--- src/rtl/tlpq_pkg.sv ---
// tlpq_pkg: shared types and constants of the three level priority fifo
// no dependencies; compiled before every other file of the block
package tlpq_pkg;

    localparam int CAP_W     = 5;
    localparam int NUM_CAP   = 3;
    localparam int PADDR_W   = 4;
    localparam int PDATA_W   = 32;
    localparam int WORD_W    = 32;
    localparam int STATUS_W  = 3;
    localparam int PRIO_W    = 2;

    localparam logic [CAP_W-1:0] CAP_RESET = 5'd16;

    localparam logic OP_ENQ = 1'b0;
    localparam logic OP_DEQ = 1'b1;

    localparam logic [STATUS_W-1:0] ST_ENQUEUED = 3'd0;
    localparam logic [STATUS_W-1:0] ST_DEQUEUED = 3'd1;
    localparam logic [STATUS_W-1:0] ST_FULL     = 3'd2;
    localparam logic [STATUS_W-1:0] ST_EMPTY    = 3'd3;
    localparam logic [STATUS_W-1:0] ST_BADPRIO  = 3'd4;

    localparam logic [1:0] REG_L1_CAP = 2'd0;
    localparam logic [1:0] REG_L2_CAP = 2'd1;
    localparam logic [1:0] REG_L3_CAP = 2'd2;

    typedef logic [CAP_W-1:0] cap_t;

    typedef struct packed {
        logic accept;
        logic load_data;
    } tlpq_cmd_t;

    typedef struct packed {
        logic deq_hit;
    } tlpq_stat_t;

endpackage

--- src/rtl/tlpq_ctrl.sv ---
// tlpq_ctrl: request/result sequencing state machine
// depends on tlpq_pkg; drives the datapath through tlpq_cmd_t
module tlpq_ctrl
    import tlpq_pkg::*;
(
    input  logic       clk,
    input  logic       rst_n,
    input  logic       in_valid,
    output logic       in_ready,
    output logic       out_valid,
    input  logic       out_ready,
    input  tlpq_stat_t stat,
    output tlpq_cmd_t  cmd
);

    localparam logic [1:0] S_IDLE = 2'd0;
    localparam logic [1:0] S_READ = 2'd1;
    localparam logic [1:0] S_RESP = 2'd2;

    logic [1:0] state_reg;
    logic [1:0] state_next;
    logic       accept;

    assign in_ready      = (state_reg == S_IDLE);
    assign out_valid     = (state_reg == S_RESP);
    assign accept        = in_valid & in_ready;
    assign cmd.accept    = accept;
    assign cmd.load_data = (state_reg == S_READ);

    always_comb
    begin
        state_next = state_reg;
        unique case (state_reg)
            S_IDLE:
            begin
                if (accept)
                begin
                    state_next = stat.deq_hit ? S_READ : S_RESP;
                end
            end
            S_READ:
            begin
                state_next = S_RESP;
            end
            S_RESP:
            begin
                if (out_ready)
                begin
                    state_next = S_IDLE;
                end
            end
            default:
            begin
                state_next = S_IDLE;
            end
        endcase
    end

    always_ff @(posedge clk or negedge rst_n)
    begin
        if (!rst_n)
        begin
            state_reg <= S_IDLE;
        end
        else
        begin
            state_reg <= state_next;
        end
    end

`ifndef ASSERT_OFF
    a_no_overlap: assert property (@(posedge clk) disable iff (!rst_n)
        !(in_ready && out_valid))
        else $error("request taken while a result is pending");

    a_deq_reads: assert property (@(posedge clk) disable iff (!rst_n)
        (accept && stat.deq_hit) |=> (state_reg == S_READ))
        else $error("dequeue hit did not start a ram read");

    a_read_to_resp: assert property (@(posedge clk) disable iff (!rst_n)
        (state_reg == S_READ) |=> out_valid)
        else $error("ram read not followed by a result beat");
`endif

endmodule

--- config.mk ---
export PLATFORM = sky130hd
export DESIGN_NAME = tlpq_ctrl
export DESIGN_NICKNAME = d
export VERILOG_FILES = /design/src/rtl/tlpq_pkg.sv /design/src/rtl/tlpq_ctrl.sv
export SDC_FILE = /design/constraint.sdc
export NUM_CORES = 1
export LEC_CHECK = 0
export BUFFER_PORTS_ARGS = -buffer_cell sky130_fd_sc_hd__buf_2
export CORE_AREA = 2 2 39 41
export CTS_BUF_LIST = sky130_fd_sc_hd__clkbuf_4
export CTS_CLUSTER_DIAMETER = 50
export CTS_CLUSTER_SIZE = 28
export DETAILED_ROUTE_END_ITERATION = 8
export DIE_AREA = 0 0 41 43
export PLACE_DENSITY = 0.3
export RECOVER_POWER = 100
export SYNTH_ARGS = -nofsm -noshare
export SYNTH_HDL_FRONTEND = slang
export SYNTH_SLANG_ARGS = --single-unit
--- constraint.sdc ---
create_clock -name clk -period 1.9 [get_ports clk]
set_input_delay 0.38 -clock clk [delete_from_list [all_inputs] [get_ports clk]]
set_output_delay 0.38 -clock clk [all_outputs]
set_load 0.01 [all_outputs]
==> summary.json <==
{
  "post_dp_cell_area": {"value": 163, "unit": "µm²"},
  "synth.net_count": {"value": 16},
  "cts_buffers": {"value": 3},
  "final_core_util": {"value": 13.6, "unit": "%"},
  "syn_avg_cell_area": {"value": 10.0, "unit": "µm²"},
  "avgViaCountPerCell": {"value": 3.03},
  "seq_area_frac_synth": {"value": 45.5, "unit": "%"},
  "cts-resized-gates": {"value": 0},
  "post_drt_wl_per_cell": {"value": 7.18, "unit": "µm"},
  "vias_after_detailed_routing": {"value": 115},
  "layout.cells.most_common_list": {"value": "4 x buf_2, 4 x clkbuf_1, 3 x clkbuf_4, 2 x dfrtp_1"},
  "timing.final.max_slew_violations": {"value": 0},
  "timing.critical_path.from_type": {"value": "register"},
  "netlist_area": {"value": 110, "unit": "µm²"},
  "antenna_violations_before_repair": {"value": 0},
  "i_o_pins": {"value": 9},
  "clk_path_buf_depth": {"value": 2},
  "fraction_of_synthesized_cell_area_taken_by_the_top_area_cell_type": {"value": 45.5, "unit": "%"},
  "unrepaired_setup_endpoints_after_global_routing": {"value": "false"},
  "min-delay-path-class": {"value": "in2reg"},
  "count_of_buffers_inserted_at_the_top_level_ports": {"value": 8},
  "drive_gt1_share": {"value": 36.4, "unit": "%"},
  "result_of_the_run": {"value": "completed"},
  "timing.fmax": {"value": 0.666, "unit": "GHz"},
  "ctsRootBufferMaster": {"value": "clkbuf_4"},
  "drt_iter0_markers": {"value": 2},
  "grt_pass1_wl": {"value": 400, "unit": "µm"},
  "area_growth": {"value": 70.5, "unit": "%"},
  "period_share": {"value": 79.0, "unit": "%"},
  "fp-row-count": {"value": 14},
  "max_slew_margin": {"value": 84.6, "unit": "%"},
  "ys_seq_elements": {"value": 2},
  "largest_reg_flops": {"value": 2},
  "hold_path_depth": {"value": 2},
  "weighted_congestion_at_the_end_of_routability_driven_global_placement": {"value": 0.595},
  "timing_hold_violations_final": {"value": 0},
  "route.antenna.remaining_nets": {"value": 0},
  "cts_post_setup_buffers_inserted": {"value": 0},
  "rr_startpoint": {"value": "state_reg[0]$_DFFE_PN0P_"},
  "clk_pin_slew_worst_paths": {"value": 30, "unit": "ps"},
  "critical_path.endpoint_type": {"value": "output pin"},
  "arrival": {"value": 1120, "unit": "ps"},
  "timing.critical_path.cells": {"value": "nor2_1 -> and2_0 -> buf_2"},
  "numClockSinks": {"value": 2},
  "dieWidth": {"value": 41, "unit": "µm"},
  "fp.dieArea": {"value": 1760, "unit": "µm²"},
  "static-leakage-power": {"value": 0.0869, "unit": "nW"},
  "globalRouteOverflowTotal": {"value": 0},
  "post-layout-total-power": {"value": 0.256, "unit": "mW"},
  "grt_max_degree": {"value": 5},
  "multiInputGateArea": {"value": 50.0, "unit": "µm²"},
  "synth.top_cells.by_area": {"value": "dfrtp_1 45%, and2b_2 8.0%, buf_4 6.8%, o21a_1 6.8%, and2_1 5.7%"},
  "initial_utilization": {"value": 7.96, "unit": "%"},
  "worstPathRequired": {"value": 1520, "unit": "ps"},
  "hp-start": {"value": "stat"},
  "crit_type": {"value": "reg2out"},
  "syn_inst": {"value": 11},
  "r2r_slack": {"value": 1050, "unit": "ps"},
  "place_inst": {"value": 34},
  "detail_route.drc_violations": {"value": 0},
  "synth_top_area_cell": {"value": "dfrtp_1"},
  "insertion_delay": {"value": 220, "unit": "ps"},
  "period_minus_slack": {"value": 1500, "unit": "ps"},
  "regToRegEndpoint": {"value": "state_reg[0]$_DFFE_PN0P_"},
  "reg2regPathDepth": {"value": 2},
  "timing.critical_path.fanout_max": {"value": 4},
  "num_antenna_cells": {"value": 0},
  "finalNetCount": {"value": 29},
  "nFillCells": {"value": 159},
  "cell_area_after_layout": {"value": 188, "unit": "µm²"},
  "fin_skew": {"value": 0.930, "unit": "ps"},
  "crit_family": {"value": "simple AND/OR/NAND/NOR gates"},
  "power_density": {"value": 1360, "unit": "nW/µm²"},
  "synth_warnings": {"value": 0},
  "die_y": {"value": 43, "unit": "µm"},
  "cpPeakStageDelay": {"value": 380, "unit": "ps"},
  "drt-pass1-iter-count": {"value": 2},
  "whs": {"value": 403, "unit": "ps"},
  "timing.critical_path.buf_inv": {"value": 1},
  "grt_usage": {"value": 4.52, "unit": "%"},
  "worst_setup_slack_after_placement": {"value": 706, "unit": "ps"},
  "drv_cap": {"value": 0},
  "finalSetupViolCount": {"value": 0},
  "synth_cell_type_count": {"value": 10},
  "final_critical_path_setup_slack": {"value": 398, "unit": "ps"},
  "ctsHtreeMaxLevel": {"value": 1},
  "placeableCoreArea": {"value": 1380, "unit": "µm²"},
  "peakVddDrop": {"value": 0.000283, "unit": "V"},
  "seq_area": {"value": 50.0, "unit": "µm²"},
  "fin_setup_tns": {"value": 0, "unit": "ps"},
  "worst_hold_endpoint": {"value": "state_reg[0]$_DFFE_PN0P_"},
  "first_global_vias": {"value": 106},
  "crit_slowest_cell": {"value": "dfrtp_1"},
  "least_margin_pin_slew": {"value": 230, "unit": "ps"},
  "post_layout_nonfiller_instances": {"value": 38},
  "tritoncts": {"value": "yes"},
  "finalWirelength": {"value": 273, "unit": "µm"}
}
==> routing by layer <==
layer / global-route usage, % / vias to the layer above / share of wire, %
li1: - / 58 / -
met1: 4.84 / 42 / 47
met2: 2.81 / 11 / 25
met3: 4.71 / 4 / 20
met4: 8.00 / 0 / 8.4
met5: 0 / - / 0
==> how the worst max path moves through the flow <==
stage	startpoint	end	slack, ps	depth (start not counted)
after floorplan	state_reg[0]$_DFFE_PN0P_	cmd[1]	690	3
after global placement	state_reg[0]$_DFFE_PN0P_	cmd[1]	710	3
after detailed placement	state_reg[0]$_DFFE_PN0P_	cmd[1]	710	3
after CTS	state_reg[0]$_DFFE_PN0P_	cmd[1]	450	3
after global routing	state_reg[0]$_DFFE_PN0P_	cmd[1]	290	3
final	state_reg[0]$_DFFE_PN0P_	cmd[1]	400	3
==> power by group <==
part           total (mW)  switching [mW]  internal [mW]
sequential         0.0692          0.0119         0.0573
clock              0.0946          0.0248         0.0697
combinational      0.0924          0.0504         0.0420
==> layout make-up <==
| type | instances | share of cell area [%] |
|---|---|---|
| tap | 16 | 10.7 |
| clock buffer | 3 | 12.0 |
| timing repair buffer | 9 | 24.0 |
| sequential | 2 | 26.7 |
| multi-input combinational | 8 | 26.7 |
==> Yosys cell counts <==
cell type	instances
and2_1	1
a21oi_1	1
and3_1	1
nor2_2	1
dfrtp_1	2
nor2b_1	1
nand2b_1	1
and2b_2	1
buf_4	1
o21a_1	1
==> kinds of logic after synthesis <==
kind of cell,synth area share (%)
AND/OR/NAND/NOR,36.4
buffers and inverters,6.82
flip-flops,45.5
AO/OA/AOI/OAI,11.4
==> worst register-to-register path, delay by kind of cell, from the launching register on <==
kind             cells  cell delay (ps)
AND/OR/NAND/NOR      2              410
flip-flops           1              380
==> timing repair <==
action                                 4_1_cts  5_1_grt
setup endpoints to repair                    0        0
hold buffers                                 1        0
endpoints found under the hold margin        2        0
No activity file was read; power rests on OpenSTA's default activity.
