==> config.mk <==
export PLATFORM = sky130hd
export DESIGN_NAME = tlpq_datapath
export DESIGN_NICKNAME = d
export VERILOG_FILES = /design/src/rtl/tlpq_pkg.sv /design/src/rtl/tlpq_ram.sv /design/src/rtl/tlpq_datapath.sv
export SDC_FILE = /design/constraint.sdc
export NUM_CORES = 2
export LEC_CHECK = 0
export BUFFER_PORTS_ARGS = -buffer_cell sky130_fd_sc_hd__buf_2
export CAP_MARGIN = 20
export CORE_MARGIN = 5
export CORE_UTILIZATION = 63
export DETAILED_ROUTE_END_ITERATION = 8
export GPL_ROUTABILITY_DRIVEN = 0
export PLACE_DENSITY = 0.8
export SLEW_MARGIN = 20
export SYNTH_ARGS = -nofsm -noshare
export SYNTH_HDL_FRONTEND = slang
export SYNTH_SLANG_ARGS = --single-unit
==> constraint.sdc <==
create_clock -name clk -period 6.6 [get_ports clk]
set_input_delay 0.66 -clock clk [delete_from_list [all_inputs] [get_ports clk]]
set_output_delay 0.66 -clock clk [all_outputs]
set_load 0.05 [all_outputs]
==> src/rtl/tlpq_pkg.sv <==
// tlpq_pkg: shared types and constants of the three level priority fifo
// no dependencies; compiled before every other file of the block
package tlpq_pkg;

    localparam int CAP_W     = 5;
    localparam int NUM_CAP   = 3;
    localparam int PADDR_W   = 4;
    localparam int PDATA_W   = 32;
    localparam int WORD_W    = 32;
    localparam int STATUS_W  = 3;
    localparam int PRIO_W    = 2;

    localparam logic [CAP_W-1:0] CAP_RESET = 5'd16;

    localparam logic OP_ENQ = 1'b0;
    localparam logic OP_DEQ = 1'b1;

    localparam logic [STATUS_W-1:0] ST_ENQUEUED = 3'd0;
    localparam logic [STATUS_W-1:0] ST_DEQUEUED = 3'd1;
    localparam logic [STATUS_W-1:0] ST_FULL     = 3'd2;
    localparam logic [STATUS_W-1:0] ST_EMPTY    = 3'd3;
    localparam logic [STATUS_W-1:0] ST_BADPRIO  = 3'd4;

    localparam logic [1:0] REG_L1_CAP = 2'd0;
    localparam logic [1:0] REG_L2_CAP = 2'd1;
    localparam logic [1:0] REG_L3_CAP = 2'd2;

    typedef logic [CAP_W-1:0] cap_t;

    typedef struct packed {
        logic accept;
        logic load_data;
    } tlpq_cmd_t;

    typedef struct packed {
        logic deq_hit;
    } tlpq_stat_t;

endpackage

==> src/rtl/tlpq_ram.sv <==
// tlpq_ram: generic single write port, single read port ram, registered read
// no dependencies
module tlpq_ram #(
    parameter int WIDTH = 32,
    parameter int DEPTH = 48
) (
    input  logic                     clk,
    input  logic                     we,
    input  logic [$clog2(DEPTH)-1:0] waddr,
    input  logic [WIDTH-1:0]         wdata,
    input  logic                     re,
    input  logic [$clog2(DEPTH)-1:0] raddr,
    output logic [WIDTH-1:0]         rdata
);

    logic [WIDTH-1:0] mem_reg [DEPTH];
    logic [WIDTH-1:0] rdata_reg;

    always_ff @(posedge clk)
    begin
        if (we)
        begin
            mem_reg[waddr] <= wdata;
        end
        if (re)
        begin
            rdata_reg <= mem_reg[raddr];
        end
    end

    assign rdata = rdata_reg;

endmodule

==> src/rtl/tlpq_datapath.sv <==
// tlpq_datapath: per level pointers and counts, entry ram, result registers
// depends on tlpq_pkg and tlpq_ram; commanded by tlpq_ctrl
module tlpq_datapath
    import tlpq_pkg::*;
#(
    parameter int DEPTH  = 16,
    parameter int LEVELS = 3
) (
    input  logic                     clk,
    input  logic                     rst_n,
    input  tlpq_cmd_t                cmd,
    output tlpq_stat_t               stat,
    input  cap_t                     cap [NUM_CAP],
    input  logic                     opcode,
    input  logic signed [WORD_W-1:0] data_in,
    input  logic [PRIO_W-1:0]        priority_req,
    output logic [STATUS_W-1:0]      status,
    output logic signed [WORD_W-1:0] data_out,
    output logic [PRIO_W-1:0]        served_level
);

    localparam int PTR_W  = (DEPTH > 1) ? $clog2(DEPTH) : 1;
    localparam int OCC_W  = $clog2(DEPTH + 1);
    localparam int CMP_W  = (OCC_W > CAP_W) ? OCC_W : CAP_W;
    localparam int LVL_W  = $clog2(LEVELS);
    localparam int SLOTS  = LEVELS * DEPTH;
    localparam int ADDR_W = $clog2(SLOTS);

    logic [PTR_W-1:0] head_reg [LEVELS];
    logic [PTR_W-1:0] tail_reg [LEVELS];
    logic [OCC_W-1:0] occ_reg  [LEVELS];
    logic [PTR_W-1:0] head_next [LEVELS];
    logic [PTR_W-1:0] tail_next [LEVELS];
    logic [OCC_W-1:0] occ_next  [LEVELS];
    logic [CMP_W-1:0] eff_cap  [LEVELS];

    logic [STATUS_W-1:0] status_reg;
    logic [STATUS_W-1:0] status_next;
    logic [PRIO_W-1:0]   level_reg;
    logic [PRIO_W-1:0]   level_next;
    logic [WORD_W-1:0]   dout_reg;

    logic              is_enq;
    logic              prio_ok;
    logic              full;
    logic              deq_hit;
    logic [LVL_W-1:0]  enq_lvl;
    logic [LVL_W-1:0]  deq_lvl;
    logic              enq_do;
    logic              deq_do;
    logic [ADDR_W-1:0] waddr;
    logic [ADDR_W-1:0] raddr;
    logic [WORD_W-1:0] rdata;

    for (genvar l = 0; l < LEVELS; l++)
    begin : g_cap
        logic [CMP_W-1:0] raw;
        if (l < NUM_CAP)
        begin : g_reg
            assign raw = CMP_W'(cap[l]);
        end
        else
        begin : g_fixed
            assign raw = CMP_W'(DEPTH);
        end
        assign eff_cap[l] = (raw == '0) ? CMP_W'(1)
                          : ((raw > CMP_W'(DEPTH)) ? CMP_W'(DEPTH) : raw);
    end

    assign is_enq  = (opcode == OP_ENQ);
    assign prio_ok = (priority_req != '0) && (32'(priority_req) <= LEVELS);
    assign enq_lvl = LVL_W'(priority_req - 2'd1);
    assign full    = CMP_W'(occ_reg[enq_lvl]) >= eff_cap[enq_lvl];

    always_comb
    begin
        deq_hit = 1'b0;
        deq_lvl = '0;
        for (int l = LEVELS - 1; l >= 0; l--)
        begin
            if (occ_reg[l] != '0)
            begin
                deq_hit = 1'b1;
                deq_lvl = LVL_W'(l);
            end
        end
    end

    assign enq_do       = cmd.accept & is_enq & prio_ok & ~full;
    assign deq_do       = cmd.accept & ~is_enq & deq_hit;
    assign stat.deq_hit = ~is_enq & deq_hit;

    always_comb
    begin
        for (int l = 0; l < LEVELS; l++)
        begin
            head_next[l] = head_reg[l];
            tail_next[l] = tail_reg[l];
            occ_next[l]  = occ_reg[l];
            if (enq_do && (enq_lvl == LVL_W'(l)))
            begin
                tail_next[l] = (tail_reg[l] == PTR_W'(DEPTH - 1)) ? '0
                             : tail_reg[l] + PTR_W'(1);
                occ_next[l]  = occ_reg[l] + OCC_W'(1);
            end
            if (deq_do && (deq_lvl == LVL_W'(l)))
            begin
                head_next[l] = (head_reg[l] == PTR_W'(DEPTH - 1)) ? '0
                             : head_reg[l] + PTR_W'(1);
                occ_next[l]  = occ_reg[l] - OCC_W'(1);
            end
        end
    end

    always_comb
    begin
        status_next = ST_EMPTY;
        level_next  = '0;
        if (is_enq)
        begin
            if (!prio_ok)
            begin
                status_next = ST_BADPRIO;
            end
            else if (full)
            begin
                status_next = ST_FULL;
            end
            else
            begin
                status_next = ST_ENQUEUED;
                level_next  = priority_req;
            end
        end
        else if (deq_hit)
        begin
            status_next = ST_DEQUEUED;
            level_next  = PRIO_W'(32'(deq_lvl) + 1);
        end
    end

    assign waddr = ADDR_W'(32'(enq_lvl) * DEPTH) + ADDR_W'(tail_reg[enq_lvl]);
    assign raddr = ADDR_W'(32'(deq_lvl) * DEPTH) + ADDR_W'(head_reg[deq_lvl]);

    tlpq_ram #(
        .WIDTH (WORD_W),
        .DEPTH (SLOTS)
    ) u_ram (
        .clk   (clk),
        .we    (enq_do),
        .waddr (waddr),
        .wdata (data_in),
        .re    (deq_do),
        .raddr (raddr),
        .rdata (rdata)
    );

    always_ff @(posedge clk or negedge rst_n)
    begin
        if (!rst_n)
        begin
            for (int l = 0; l < LEVELS; l++)
            begin
                head_reg[l] <= '0;
                tail_reg[l] <= '0;
                occ_reg[l]  <= '0;
            end
        end
        else
        begin
            head_reg <= head_next;
            tail_reg <= tail_next;
            occ_reg  <= occ_next;
        end
    end

    always_ff @(posedge clk)
    begin
        if (cmd.accept)
        begin
            status_reg <= status_next;
            level_reg  <= level_next;
            dout_reg   <= '0;
        end
        else if (cmd.load_data)
        begin
            dout_reg <= rdata;
        end
    end

    assign status       = status_reg;
    assign served_level = level_reg;
    assign data_out     = dout_reg;

`ifndef ASSERT_OFF
    for (genvar l = 0; l < LEVELS; l++)
    begin : g_chk
        a_occ_bound: assert property (@(posedge clk) disable iff (!rst_n)
            32'(occ_reg[l]) <= DEPTH)
            else $error("level count beyond depth");
    end
`endif

endmodule

==> results_dict.tcl <==
set metrics [dict create \
    cts_sinks 1644 \
    critPathKind "in -> reg" \
    synthArstFlopShare 0.0237 \
    setup_viol 0 \
    synthFlopType "edfxtp_1" \
    antenna_found_initial 9 \
    min_path_type "in -> async" \
    cts.hold.buffers_added 0 \
    grt_pass1_wl_um 264000 \
    cpPeakStageDelay_ns 0.64 \
    fin_setup_tns_ns 0 \
    hpwl_um 107000 \
    grt_max_degree 171 \
    path_buf_inv 5 \
    initialDrtViolationCount 7534 \
    synth_common_cells "edfxtp_1, nand2_1, nand3_1" \
    ant_nets 0 \
    reg2reg_slack_ns 1.28 \
    grt_use_total 0.322 \
    drive_above_1_share 0.113 \
    drt-pass1-iter-count 8 \
    start_kind "primary input" \
    slew_viol_final 0 \
    dieWidth_um 333 \
    netlist_area_um2 65600 \
    worstReg2RegEnd "u_ram.rdata[25]" \
    pwr_density_cell_nw_per_um2 455 \
    syn_nets 4739 \
    largest_reg_flops 1536 \
    cts_buffer_depth 3 \
    yosysTopAreaCell "edfxtp_1" \
    clk-insertion-delay-late_ns 0.77 \
    finalHoldViolCount 0 \
    post_cts_resized 0 \
    synth.area.top_cells "edfxtp_1, nand2_1, mux2i_1" \
    synth_edf_count 1573 \
    rsz0062_at_grt "false" \
    ys_seq_area_frac 0.745 \
    place_ws_ns 0.629 \
    skew_ns 0.0265 \
    drc 0 \
    ios 92 \
    rows 118 \
    r2r_start "occ_reg[10]" \
    cts_root_buf "clkbuf_16" \
    tightest_slew_ns 1.17 \
    synth-warning-count 0 \
    drt-vias-per-instance 6.82 \
    status "finished, final reports clean" \
    die-area_um2 111000 \
    io_buffers 91 \
    leakage_nw 25.3 \
    fin_crit_ns 5.36 \
    synth_cells 4655 \
    clk_pin_slew_worst_paths_ns 0.06 \
    fp.coreArea_um2 103000 \
    chipHeight_um 333 \
    fmax_ghz 0.187 \
    grt_pass1_vias 40400 \
    path_cells "buf_2 > inv_1 > ha_1 > buf_4 > mux2i_1 > o21ai_0 > ha_1 > a21o_1 > a21o_1 > a21o_1 > a2111oi_0 > buf_4 > and3_1 > nand2_1 > nor2_4 > buf_4" \
    cts_buffers 157 \
    r2r_cells 10 \
    synth_seq_cells 1644 \
    post-cts-setup-buffers 0 \
    routed_wl_um 183000 \
    finalWorstSetupSlack_ns 1.24 \
    slew-limit-headroom 0.197 \
    cts_tree "yes" \
    ir_worst_vdd_mv 0.481 \
    synth.most_common_cell "edfxtp_1" \
    path_max_fanout 32 \
    arrival_ns 5.76 \
    end_kind "register" \
    start_util 0.634 \
    netlist.area_leader.share 0.720 \
    fin_crit_sh 0.811 \
    fin_nets 4832 \
    crit_required_ns 7.00 \
    crit_family "buffers and inverters" \
    dr_total_vias 42700 \
    synth.distinct_cells 77 \
    cp_slowest_cell "nand2_1" \
    htree_levels 4 \
    avgSynthCellArea_um2 14.1 \
    grt_remaining_overflow 0 \
    drv_cap 0 \
    wire_per_inst_um 29.2 \
    area_growth_pct 11.5 \
]
[layout by cell type, fill, tap and decap left out, types with 12 or more instances in the layout]
cell type     n
o22ai_1      15
a32oi_1      93
clkinv_1     40
a22oi_1      12
nor2_1       60
a2111oi_0    39
ha_1         27
buf_12       39
clkinv_2     20
dfxtp_1      32
a21oi_1     128
nand4_1      39
o21ai_0      35
a21o_1       12
and3_1      118
dfrtp_1      39
a211o_1      12
nand3_1     330
buf_2        87
mux2_2       23
or4_1        13
xnor2_1      15
o221ai_1     40
buf_4       101
a211oi_1     50
mux2i_1     212
clkbuf_1     38
clkbuf_16   160
nor2_4       52
a31oi_1     144
nand2_1    1132
edfxtp_1   1573
[how the worst max path moves through the flow]
stage	from	end	slack, ns	depth (start not counted)
floorplan	priority_req[0]	u_ram.mem_reg[20][0]	0.18	17
global placement	priority_req[0]	u_ram.mem_reg[34][23]	0.67	16
detailed placement	priority_req[0]	u_ram.mem_reg[28][14]	0.63	16
CTS	occ_reg[10]	u_ram.rdata[4]	1.39	11
global route	priority_req[0]	u_ram.mem_reg[28][8]	1.0	16
finish	priority_req[0]	u_ram.mem_reg[33][15]	1.24	16
[kinds of logic (layout without fill, tap and decap cells)]
group,count (synthesis),in the layout,synth area share
compound gates,634,634,0.0686
xor+xnor,18,18,0.00240
fa+ha+maj,30,30,0.00607
flops,1644,1644,0.745
buf+inv,305,525,0.0233
mux,235,235,0.0363
simple gates,1789,1789,0.118
other cells,0,4,0
[report_power, final]
part | switching [W] | internal (W)
sequential | 0.000256 | 0.0118
clock | 0.00381 | 0.00477
combinational | 0.00913 | 0.00349
total | 0.0132 | 0.0201
[final cells by class]
type                       count  area (µm²)
inverter                      10        37.5
tap                         1380        1730
clock inverter                78         581
clock buffer                 208        4280
multi-input combinational   2706       15600
sequential                  1644       48900
timing repair buffer         229        2000
fill                        6219       30400
antenna                        4        10.0
[per-stage QoR]
step                area (µm²)  instances  power [W]  hold WS, ns  utilization
CTS                      73100       6253     0.0329       0.0140        0.706
detailed placement       68200       5967     0.0243        0.482        0.659
finish                   73100       6259     0.0333       0.0143        0.707
floorplan                65600       4655     0.0199        0.364            -
global placement         68200       5967     0.0241        0.460        0.659
global route             73100       6255     0.0343       0.0821        0.707
[per-layer routing]
metal  track usage  up-vias  wire length [µm]
met5             0        -                23
met2         0.498     3545             84000
met4         0.167        4             11300
met1         0.434    20800             63200
li1              -    17800                 -
met3        0.0755      580             24100
Power figures use the tool's default switching activity.
