File: src/rtl/tlpq_pkg.sv
// tlpq_pkg: shared types and constants of the three level priority fifo
// no dependencies; compiled before every other file of the block
package tlpq_pkg;

    localparam int CAP_W     = 5;
    localparam int NUM_CAP   = 3;
    localparam int PADDR_W   = 4;
    localparam int PDATA_W   = 32;
    localparam int WORD_W    = 32;
    localparam int STATUS_W  = 3;
    localparam int PRIO_W    = 2;

    localparam logic [CAP_W-1:0] CAP_RESET = 5'd16;

    localparam logic OP_ENQ = 1'b0;
    localparam logic OP_DEQ = 1'b1;

    localparam logic [STATUS_W-1:0] ST_ENQUEUED = 3'd0;
    localparam logic [STATUS_W-1:0] ST_DEQUEUED = 3'd1;
    localparam logic [STATUS_W-1:0] ST_FULL     = 3'd2;
    localparam logic [STATUS_W-1:0] ST_EMPTY    = 3'd3;
    localparam logic [STATUS_W-1:0] ST_BADPRIO  = 3'd4;

    localparam logic [1:0] REG_L1_CAP = 2'd0;
    localparam logic [1:0] REG_L2_CAP = 2'd1;
    localparam logic [1:0] REG_L3_CAP = 2'd2;

    typedef logic [CAP_W-1:0] cap_t;

    typedef struct packed {
        logic accept;
        logic load_data;
    } tlpq_cmd_t;

    typedef struct packed {
        logic deq_hit;
    } tlpq_stat_t;

endpackage

File: src/rtl/tlpq_regs.sv
// tlpq_regs: apb capacity registers, one per priority level
// depends on tlpq_pkg
module tlpq_regs
    import tlpq_pkg::*;
(
    input  logic               clk,
    input  logic               rst_n,
    input  logic               psel,
    input  logic               penable,
    input  logic               pwrite,
    input  logic [PADDR_W-1:0] paddr,
    input  logic [PDATA_W-1:0] pwdata,
    output logic [PDATA_W-1:0] prdata,
    output logic               pready,
    output cap_t               cap [NUM_CAP]
);

    cap_t       cap_reg [NUM_CAP];
    logic       wr_en;
    logic [1:0] reg_idx;

    assign pready  = 1'b1;
    assign wr_en   = psel & penable & pwrite;
    assign reg_idx = paddr[3:2];

    always_ff @(posedge clk or negedge rst_n)
    begin
        if (!rst_n)
        begin
            for (int i = 0; i < NUM_CAP; i++)
            begin
                cap_reg[i] <= CAP_RESET;
            end
        end
        else if (wr_en)
        begin
            unique case (reg_idx)
                REG_L1_CAP: cap_reg[0] <= pwdata[CAP_W-1:0];
                REG_L2_CAP: cap_reg[1] <= pwdata[CAP_W-1:0];
                REG_L3_CAP: cap_reg[2] <= pwdata[CAP_W-1:0];
                default:    ;
            endcase
        end
    end

    always_comb
    begin
        unique case (reg_idx)
            REG_L1_CAP: prdata = PDATA_W'(cap_reg[0]);
            REG_L2_CAP: prdata = PDATA_W'(cap_reg[1]);
            REG_L3_CAP: prdata = PDATA_W'(cap_reg[2]);
            default:    prdata = '0;
        endcase
    end

    assign cap = cap_reg;

endmodule

File: config.mk
export PLATFORM = sky130hd
export DESIGN_NAME = tlpq_regs
export DESIGN_NICKNAME = d
export VERILOG_FILES = /design/src/rtl/tlpq_pkg.sv /design/src/rtl/tlpq_regs.sv
export SDC_FILE = /design/constraint.sdc
export NUM_CORES = 1
export LEC_CHECK = 0
export BUFFER_PORTS_ARGS = -buffer_cell sky130_fd_sc_hd__buf_2
export CORE_UTILIZATION = 39
export CTS_BUF_LIST = sky130_fd_sc_hd__clkbuf_16
export CTS_CLUSTER_SIZE = 28
export DETAILED_ROUTE_END_ITERATION = 16
export PLACE_DENSITY_LB_ADDON = 0.15
export SLEW_MARGIN = 5
export SYNTH_ARGS = -nofsm -noshare
export SYNTH_HDL_FRONTEND = slang
export SYNTH_SLANG_ARGS = --single-unit
File: constraint.sdc
create_clock -name clk -period 2 [get_ports clk]
set_input_delay 0.4 -clock clk [delete_from_list [all_inputs] [get_ports clk]]
set_output_delay 0.4 -clock clk [all_outputs]
set_load 0.02 [all_outputs]
==> results by group, run 1 <==
Power and ir drop
  – Sequential power share: 0.359
  – Final Power: about 1200 uW
  – Pwr Density: roughly 1100 mW/mm^2
  – P_leak: 0.0005850 uW
  – Clk pwr share: 0.319
  – Combinational power share: 0.322
  – Peak supply drop: about 600 uV
  – Net Sw Power: 414.7 uW
  – Sw frac: 0.3403
  – Int Pwr: 804.0 uW

Synthesis
  – Count of warnings emitted by yosys: 0
  – Mapped Cells: 82
  – Synth Cell Area: 932.1 um^2
  – Count of cell types in the netlist: 16
  – Avg Cell Area, Syn: 11.37 um^2
  – Post-synthesis xor/xnor area fraction: 0
  – Post-synthesis compound-gate area fraction: 0.02685
  – Sequential area share after synthesis: 0.4067
  – Synth Area in Simple Gates: 0.06040
  – Post-synthesis register bit count: 15
  – Synth Area in Adders: 0
  – Largest family of logic cells by synthesized area: multiplexers
  – Multiplexer share of the synthesized area: 0.2550

Setup path
  – Largest stage delay, worst path: 380 ps
  – CP bufs+invs: 2
  – CP Data Required Time: 1600 ps
  – Crit path max-delay family: simple AND/OR/NAND/NOR gates
  – Crit Path Class: in2out
  – Crit-path max FO: 9
  – Setup crit end kind: output pin
  – Critical path cell sequence: buf_2, nor2b_1, nand2_1, o21ai_0, buf_2
  – WP data arrival: 1330 ps
  – Worst Setup Start Kind: input port
  – Most frequent cell on the critical path: buf_2
  – Reg2reg setup slack: between 1000 and 1500 ps
  – Crit-path slowest cell: nor2b_1

Clocking
  – Cts repair resizes: 0
  – H-tree levels: 1
  – Clock-pin slew on the worst setup and hold paths: 50 ps
  – CTS sink cnt: 15
  – Clk buf depth: 2
  – Hold buffer count at cts: 0
  – Clk root buf: clkbuf_16
  – CTS buffer count: 3
  – Clock latency on the worst-skew pair: 250 ps
  – CTS tree: done
  – Post CTS Setup Buffer Count: 0

Global route
  – Initial antenna violation count: 0
  – Vias in the first global route: 581
  – Overall Global Routing Usage: 0.1487
  – Gr ovfl total: 0
  – Largest net degree at the start of global routing: 16
  – Global-route wire length before repair: 2.746 mm

Detailed routing
  – Detailed-route via count: 611
  – Wirelength, routed: 1.633 mm
  – Vias per std cell: roughly 4.3
  – DRC: 0
  – Wire per inst: 11.50 um
  – DRT Pass-1 Iters: 3
  – Initial DRC count: 4
  – Remaining antenna violation count: 0

STA
  – Final Hold Vio Count: 0
  – Period utilization: 0.8641
  – Setup ws final: 271.7 ps
  – Unrepaired setup endpoints after global routing: false
  – Final setup vio count: 0
  – Max frequency: 578.6 MHz
  – Setup Skew: 0 ps
  – Fin crit period: 1728 ps
  – Fin Setup TNS: 0 ps
  – Slew Limit Fails: 0

Hold path
  – Worst hold path type: in2async

Floorplanning
  – Initial core utilization: 0.4174
  – Die area: 0.002590 mm^2
  – Ports: 89
  – DIE HEIGHT: 50.89 um
  – Row count: 17
  – Die W: slightly above 50 um
  – Core Footprint: between 0.002 and 0.0025 mm^2

Final layout
  – Layout cell share with drive strength beyond 1: 0.4825
  – Nets: 156
  – Area Growth Syn to Fin: 15.97%
  – Diode count: 0
  – Max reg flops: 15
  – Fill cells: 223

Place
  – Routability cong.: 0.6840
  – HPWL after detailed placement: 1.255 mm
  – Port bufs: 31
  – Worst slack, placed: 256.1 ps

Outcome
  – Outcome: finished clean

Job
  – # Max-Cap Violations: 0
cell usage after synthesis (all sizes together):
cell / n / area share
buf: 30 / 0.24
conb: 2 / 0.0081
dfrtp: 12 / 0.32
dfstp: 3 / 0.085
mux2: 15 / 0.20
mux2i: 5 / 0.054
nand2: 5 / 0.020
nand3: 1 / 0.0054
nor2b: 1 / 0.0067
nor3: 1 / 0.0054
nor3b: 1 / 0.013
o21ai: 5 / 0.027
or3b: 1 / 0.0094
stage by stage:
stage | hold slack [ps] | utilization | cells | cell area [um^2]
after floorplan | 104.4 | - | 108 | 1030
after global placement | 322.7 | 0.4482 | 138 | 1001
after detailed placement | 327.1 | 0.4482 | 138 | 1001
after CTS | 63.09 | 0.4840 | 142 | 1081
after global routing | 84.92 | 0.4840 | 142 | 1081
final | 53.15 | 0.4840 | 142 | 1081
cell families (layout without fill, tap and decap cells):
kind of cell	count (synthesis)	count (layout)
AO/OA/AOI/OAI	5	5
buffers and inverters	30	36
flip-flops	15	15
multiplexers	20	20
other	2	28
AND/OR/NAND/NOR	10	10
layout by cell type (no fill, tap or decap):
cell type,netlist,layout
buf_2,1,31
buf_4,28,1
clkbuf_16,0,3
clkinv_2,0,1
conb_1,2,28
dfrtp_1,12,12
dfstp_2,3,3
mux2_2,10,10
mux2_4,5,5
mux2i_1,5,5
nand2_1,5,5
nand3_1,1,1
nor2b_1,1,1
nor3_1,1,1
nor3b_2,1,1
o21ai_0,5,5
or3b_1,1,1
per-layer routing:
metal | vias to the layer above | track usage | part of all wire
met4 | 0 | 0.04167 | 0.0067
met2 | 36 | 0.2356 | 0.48
met1 | 292 | 0.1884 | 0.43
met3 | 2 | 0.05655 | 0.079
met5 | - | 0 | 0
li1 | 281 | - | -
cell type report:
type | instances | area (um^2) | area share
well taps | 28 | 35.03 | 0.03241
repair buffers | 32 | 162.7 | 0.1505
clock buffers | 3 | 75.07 | 0.06944
flip-flops and latches | 15 | 379.1 | 0.3507
multi-input cells | 63 | 424.2 | 0.3924
clock inverters | 1 | 5.005 | 0.004630
path summary, 6_finish.rpt:
kind,depth (start not counted),from,to
max,5,paddr[3],prdata[0]
min,1,rst_n,cap[7]
max reg2reg,1,cap[2],cap[2]
min reg2reg,1,cap[11],cap[11]
max in group asynchronous,1,rst_n,cap[9]
min in group clk,2,pwdata[0],cap[0]
power groups by stage:
stage                     logic (uW)  clock network (uW)  registers, uW
after CTS                        398                 400            439
after floorplan                  225                   0            527
final                            393                 389            437
after global routing             424                 416            447
after global placement           393                   0            439
after detailed placement         397                   0            442
No activity file was read; power rests on OpenSTA's default activity.
==> inputs of run 2 (changes only) <==
CAP_MARGIN = 20   (was not set)
CORE_ASPECT_RATIO = 0.6   (was not set)
==> results by group, run 2 (synthesis results as in run 1) <==
Outcome
  – Outcome: finished clean

Detailed routing
  – Detailed-route via count: 589
  – DRT Pass-1 Iters: 4
  – Wire per inst: 11.82 um
  – DRC: 0
  – Wirelength, routed: 1.702 mm
  – Vias per std cell: 4.090
  – Remaining antenna violation count: 0
  – Initial DRC count: 6

Setup path
  – CP bufs+invs: 2
  – Crit-path max FO: 9
  – WP data arrival: 1320 ps
  – Worst Setup Start Kind: input port
  – Crit Path Class: in2out
  – Critical path cell sequence: buf_2, nor2b_1, nand2_1, o21ai_0, buf_2
  – Reg2reg setup slack: 1220 ps
  – RR Startpoint: cap[6]
  – Setup crit end kind: output pin
  – RR Endpoint: cap[6]
  – CP Data Required Time: approximately 1600 ps
  – Crit path max-delay family: simple AND/OR/NAND/NOR gates
  – Largest stage delay, worst path: 380 ps
  – FF-to-FF path depth: 1
  – Most frequent cell on the critical path: buf_2
  – Crit-path slowest cell: nor2b_1

Final layout
  – Nets: between 150 and 200
  – Commonest cells after routing, fill and taps aside: buf_2 (31), conb_1 (28), dfrtp_1 (12)
  – Diode count: 0
  – Layout cell share with drive strength beyond 1: 0.4737
  – Area Growth Syn to Fin: 16.11%
  – Most common cell after layout, fill and taps aside: buf_2
  – Post-Layout Cell Count: 144
  – Max reg flops: 15
  – Post-route cell area: between 0.001 and 0.0015 mm^2

Global route
  – Largest net degree at the start of global routing: 16
  – Vias in the first global route: 508
  – Overall Global Routing Usage: 0.1400
  – Initial antenna violation count: 0
  – Gr ovfl total: 0
  – Global-route wire length before repair: 2.539 mm

Floorplanning
  – Initial core utilization: 0.4214
  – Row count: 13
  – DIE HEIGHT: 39.87 um
  – Core Footprint: 0.002212 mm^2
  – Die W: 65.12 um
  – Ports: 89
  – Die area: 0.002596 mm^2

Clocking
  – Hold buffer count at cts: 0
  – CTS sink cnt: 15
  – Clk buf depth: 2
  – Clock latency on the worst-skew pair: 240 ps
  – H-tree levels: 1
  – Clock-pin slew on the worst setup and hold paths: about 40 ps
  – CTS buffer count: 3
  – Clk root buf: clkbuf_16
  – CTS tree: done
  – Post CTS Setup Buffer Count: 0
  – Cts repair resizes: 0

Place
  – HPWL after detailed placement: 1.345 mm
  – Routability cong.: 0.7075
  – Placed cell area: 0.001003 mm^2
  – Port bufs: 31
  – Cell count after placement: 140

Power and ir drop
  – Net Sw Power: 406.4 uW
  – Pwr Density: 1116 mW/mm^2
  – Sw frac: 0.3365
  – Combinational power share: 0.326
  – Peak supply drop: about 540 uV
  – Sequential power share: 0.364
  – P_leak: 0.0005864 uW
  – Clk pwr share: 0.310
  – Int Pwr: roughly 800 uW

STA
  – Fin Setup TNS: 0 ps
  – Period utilization: 0.8590
  – Unrepaired setup endpoints after global routing: false
  – Max frequency: 582.0 MHz
  – Final Hold Vio Count: 0
  – Final setup vio count: 0
  – Fin crit period: 1718 ps
  – Setup Skew: 0 ps
  – Slew Limit Fails: 0

Hold path
  – Worst hold path type: in2async

Job
  – # Max-Cap Violations: 0
run 2: cell types whose count changed in the layout (fill, tap and decap cells not counted), sizes merged:
cell    delta
inv        +1
clkinv     -1
run 2: layout make-up:
| type | count | area [um^2] |
|---|---|---|
| sequential | 15 | 379.1 |
| timing repair buffer | 32 | 162.7 |
| tap | 30 | 37.54 |
| clock inverter | 1 | 3.754 |
| clock buffer | 3 | 75.07 |
| multi-input combinational | 63 | 424.2 |
| fill | 219 | 1130 |
run 2: metal layers:
metal | vias up | wire (um) | GRT usage | share of wire
met5 | - | 0 | 0 | 0
met2 | 31 | 728 | 0.2161 | 0.43
met4 | 0 | 0 | 0.01630 | 0
li1 | 282 | - | - | -
met1 | 276 | 832 | 0.1906 | 0.49
met3 | 0 | 142 | 0.05233 | 0.083
run 2: through the flow:
stage | setup WS [ps] | util | power [uW] | hold WS, ps
final | 281.9 | 0.4893 | 1208 | 60.00
after detailed placement | 279.2 | 0.4536 | 841.5 | 327.2
after global placement | 289.7 | 0.4536 | 833.0 | 326.1
after floorplan | 457.6 | - | 752.0 | 104.4
after global routing | 179.7 | 0.4893 | 1279 | 86.93
after CTS | 272.9 | 0.4893 | 1229 | 69.42
run 2: worst max path at each step:
stage,start,endpoint,slack (ps),cells past startpoint
final,paddr[3],prdata[0],280,5
after global routing,paddr[3],prdata[3],180,5
after CTS,paddr[3],prdata[3],270,5
after detailed placement,paddr[3],prdata[3],280,5
after global placement,paddr[3],prdata[1],290,5
after floorplan,cap[9],prdata[4],460,2
run 2: power by group through the flow:
stage	Sequential, uW	Combinational [uW]	Clock [uW]
after floorplan	527	225	0
after global placement	441	392	0
after detailed placement	445	397	0
after CTS	441	398	390
after global routing	452	427	399
final	439	394	375
==> inputs of run 3 (changes only) <==
BUFFER_PORTS_ARGS = -buffer_cell sky130_fd_sc_hd__clkbuf_2   (was -buffer_cell sky130_fd_sc_hd__buf_2)
SKIP_CTS_REPAIR_TIMING = 1   (was not set)
TNS_END_PERCENT = 1   (was not set)
==> results by group, run 3 (synthesis results as in run 1) <==
Outcome
  – Outcome: finished clean

STA
  – Final Hold Vio Count: 0
  – Final setup vio count: 0
  – Fin crit period: 1734 ps
  – Unrepaired setup endpoints after global routing: false
  – Period utilization: 0.8669
  – Fin Setup TNS: 0 ps
  – Setup Skew: 0 ps
  – Slew Limit Fails: 0
  – Max frequency: 576.7 MHz

Setup path
  – Largest stage delay, worst path: approximately 370 ps
  – Crit-path max FO: 9
  – Crit-path slowest cell: nor2b_1
  – Crit Path Class: in2out
  – Most frequent cell on the critical path: clkbuf_2
  – CP Data Required Time: 1600 ps
  – WP data arrival: 1330 ps
  – Worst Setup Start Kind: input port
  – Reg2reg setup slack: between 1000 and 1500 ps
  – Critical path cell sequence: clkbuf_2, nor2b_1, nand2_1, o21ai_0, clkbuf_2
  – Setup crit end kind: output pin

Clocking
  – H-tree levels: 1
  – Clk buf depth: 2
  – Clock latency on the worst-skew pair: 240 ps
  – CTS tree: done
  – CTS sink cnt: 15
  – CTS buffer count: 3
  – Clk root buf: clkbuf_16
  – Clock-pin slew on the worst setup and hold paths: 50 ps

Power and ir drop
  – Peak supply drop: 667.4 uV
  – P_leak: 0.0005896 uW
  – Final Power: 1216 uW
  – Pwr Density: between 1000 and 1500 mW/mm^2

Final layout
  – Most common cell after layout, fill and taps aside: clkbuf_2
  – Layout cell share with drive strength beyond 1: 0.4870
  – Diode count: 0
  – Commonest cells after routing, fill and taps aside: clkbuf_2 (31), conb_1 (28), dfrtp_1 (12)
  – Area Growth Syn to Fin: 17.05%
  – Max reg flops: 15
  – Post-Layout Cell Count: 145
  – Nets: 157

Place
  – Port bufs: 31
  – Cell count after placement: ~140
  – Routability cong.: 0.7067
  – HPWL after detailed placement: 1.301 mm

Detailed routing
  – Wirelength, routed: 1.623 mm
  – Initial DRC count: 9
  – Wire per inst: 11.19 um
  – DRT Pass-1 Iters: 3
  – Remaining antenna violation count: 0
  – Detailed-route via count: 592
  – DRC: 0
  – Vias per std cell: 4.083

Floorplanning
  – DIE HEIGHT: 39.87 um
  – Row count: 13
  – Ports: 89
  – Core Footprint: ~0.0022 mm^2
  – Initial core utilization: 0.4214
  – Die area: 0.002596 mm^2
  – Die W: roughly 65 um

Hold path
  – Worst hold path type: in2async

Global route
  – Largest net degree at the start of global routing: 16
  – Overall Global Routing Usage: 0.1368
  – Global-route wire length before repair: approximately 2.4 mm
  – Initial antenna violation count: 0
  – Vias in the first global route: 492
  – Gr ovfl total: 0

Job
  – # Max-Cap Violations: 0
==> run 3: where the power goes <==
part / internal (uW) / switching, uW
logic: 150 / 243
registers: 386 / 55.8
clock network: 266 / 114
total: 803 / 413
==> run 3: path summary, 6_finish.rpt <==
kind                            startpoint   endpoint  cells after the start
worst max register to register      cap[6]     cap[6]                      1
max in group asynchronous            rst_n     cap[9]                      1
worst min register to register     cap[13]    cap[13]                      1
worst min-delay path                 rst_n     cap[0]                      1
worst max-delay path              paddr[2]  prdata[3]                      5
min in group clk                 pwdata[1]     cap[1]                      2
==> run 3: final cells by class <==
type | instances | area (um^2)
fillers | 219 | 1121
multi-input cells | 63 | 424.2
flip-flops and latches | 15 | 379.1
repair buffers | 33 | 170.2
clock buffers | 3 | 75.07
well taps | 30 | 37.54
clock inverters | 1 | 5.005
==> run 3: critical path: cells and delay by family <==
| kind | cells | cell delay, ps |
|---|---|---|
| simple gates | 2 | 450 |
| buf+inv | 2 | 380 |
| compound gates | 1 | 90 |
==> run 3: stage by stage <==
step	setup slack [ps]	hold slack [ps]	cell area, um^2	utilization
finish	266.1	64.99	1091	0.4932
global route	123.8	93.35	1091	0.4932
CTS	253.9	78.60	1091	0.4932
detailed placement	260.2	334.8	1011	0.4570
global placement	266.0	341.9	1011	0.4570
floorplan	457.6	104.4	1030	-
==> run 3: metal layers <==
metal	GRT usage	routed length (um)
met1	0.1898	845
met2	0.1953	650
met3	0.05523	127
met4	0.03261	0
met5	0	0
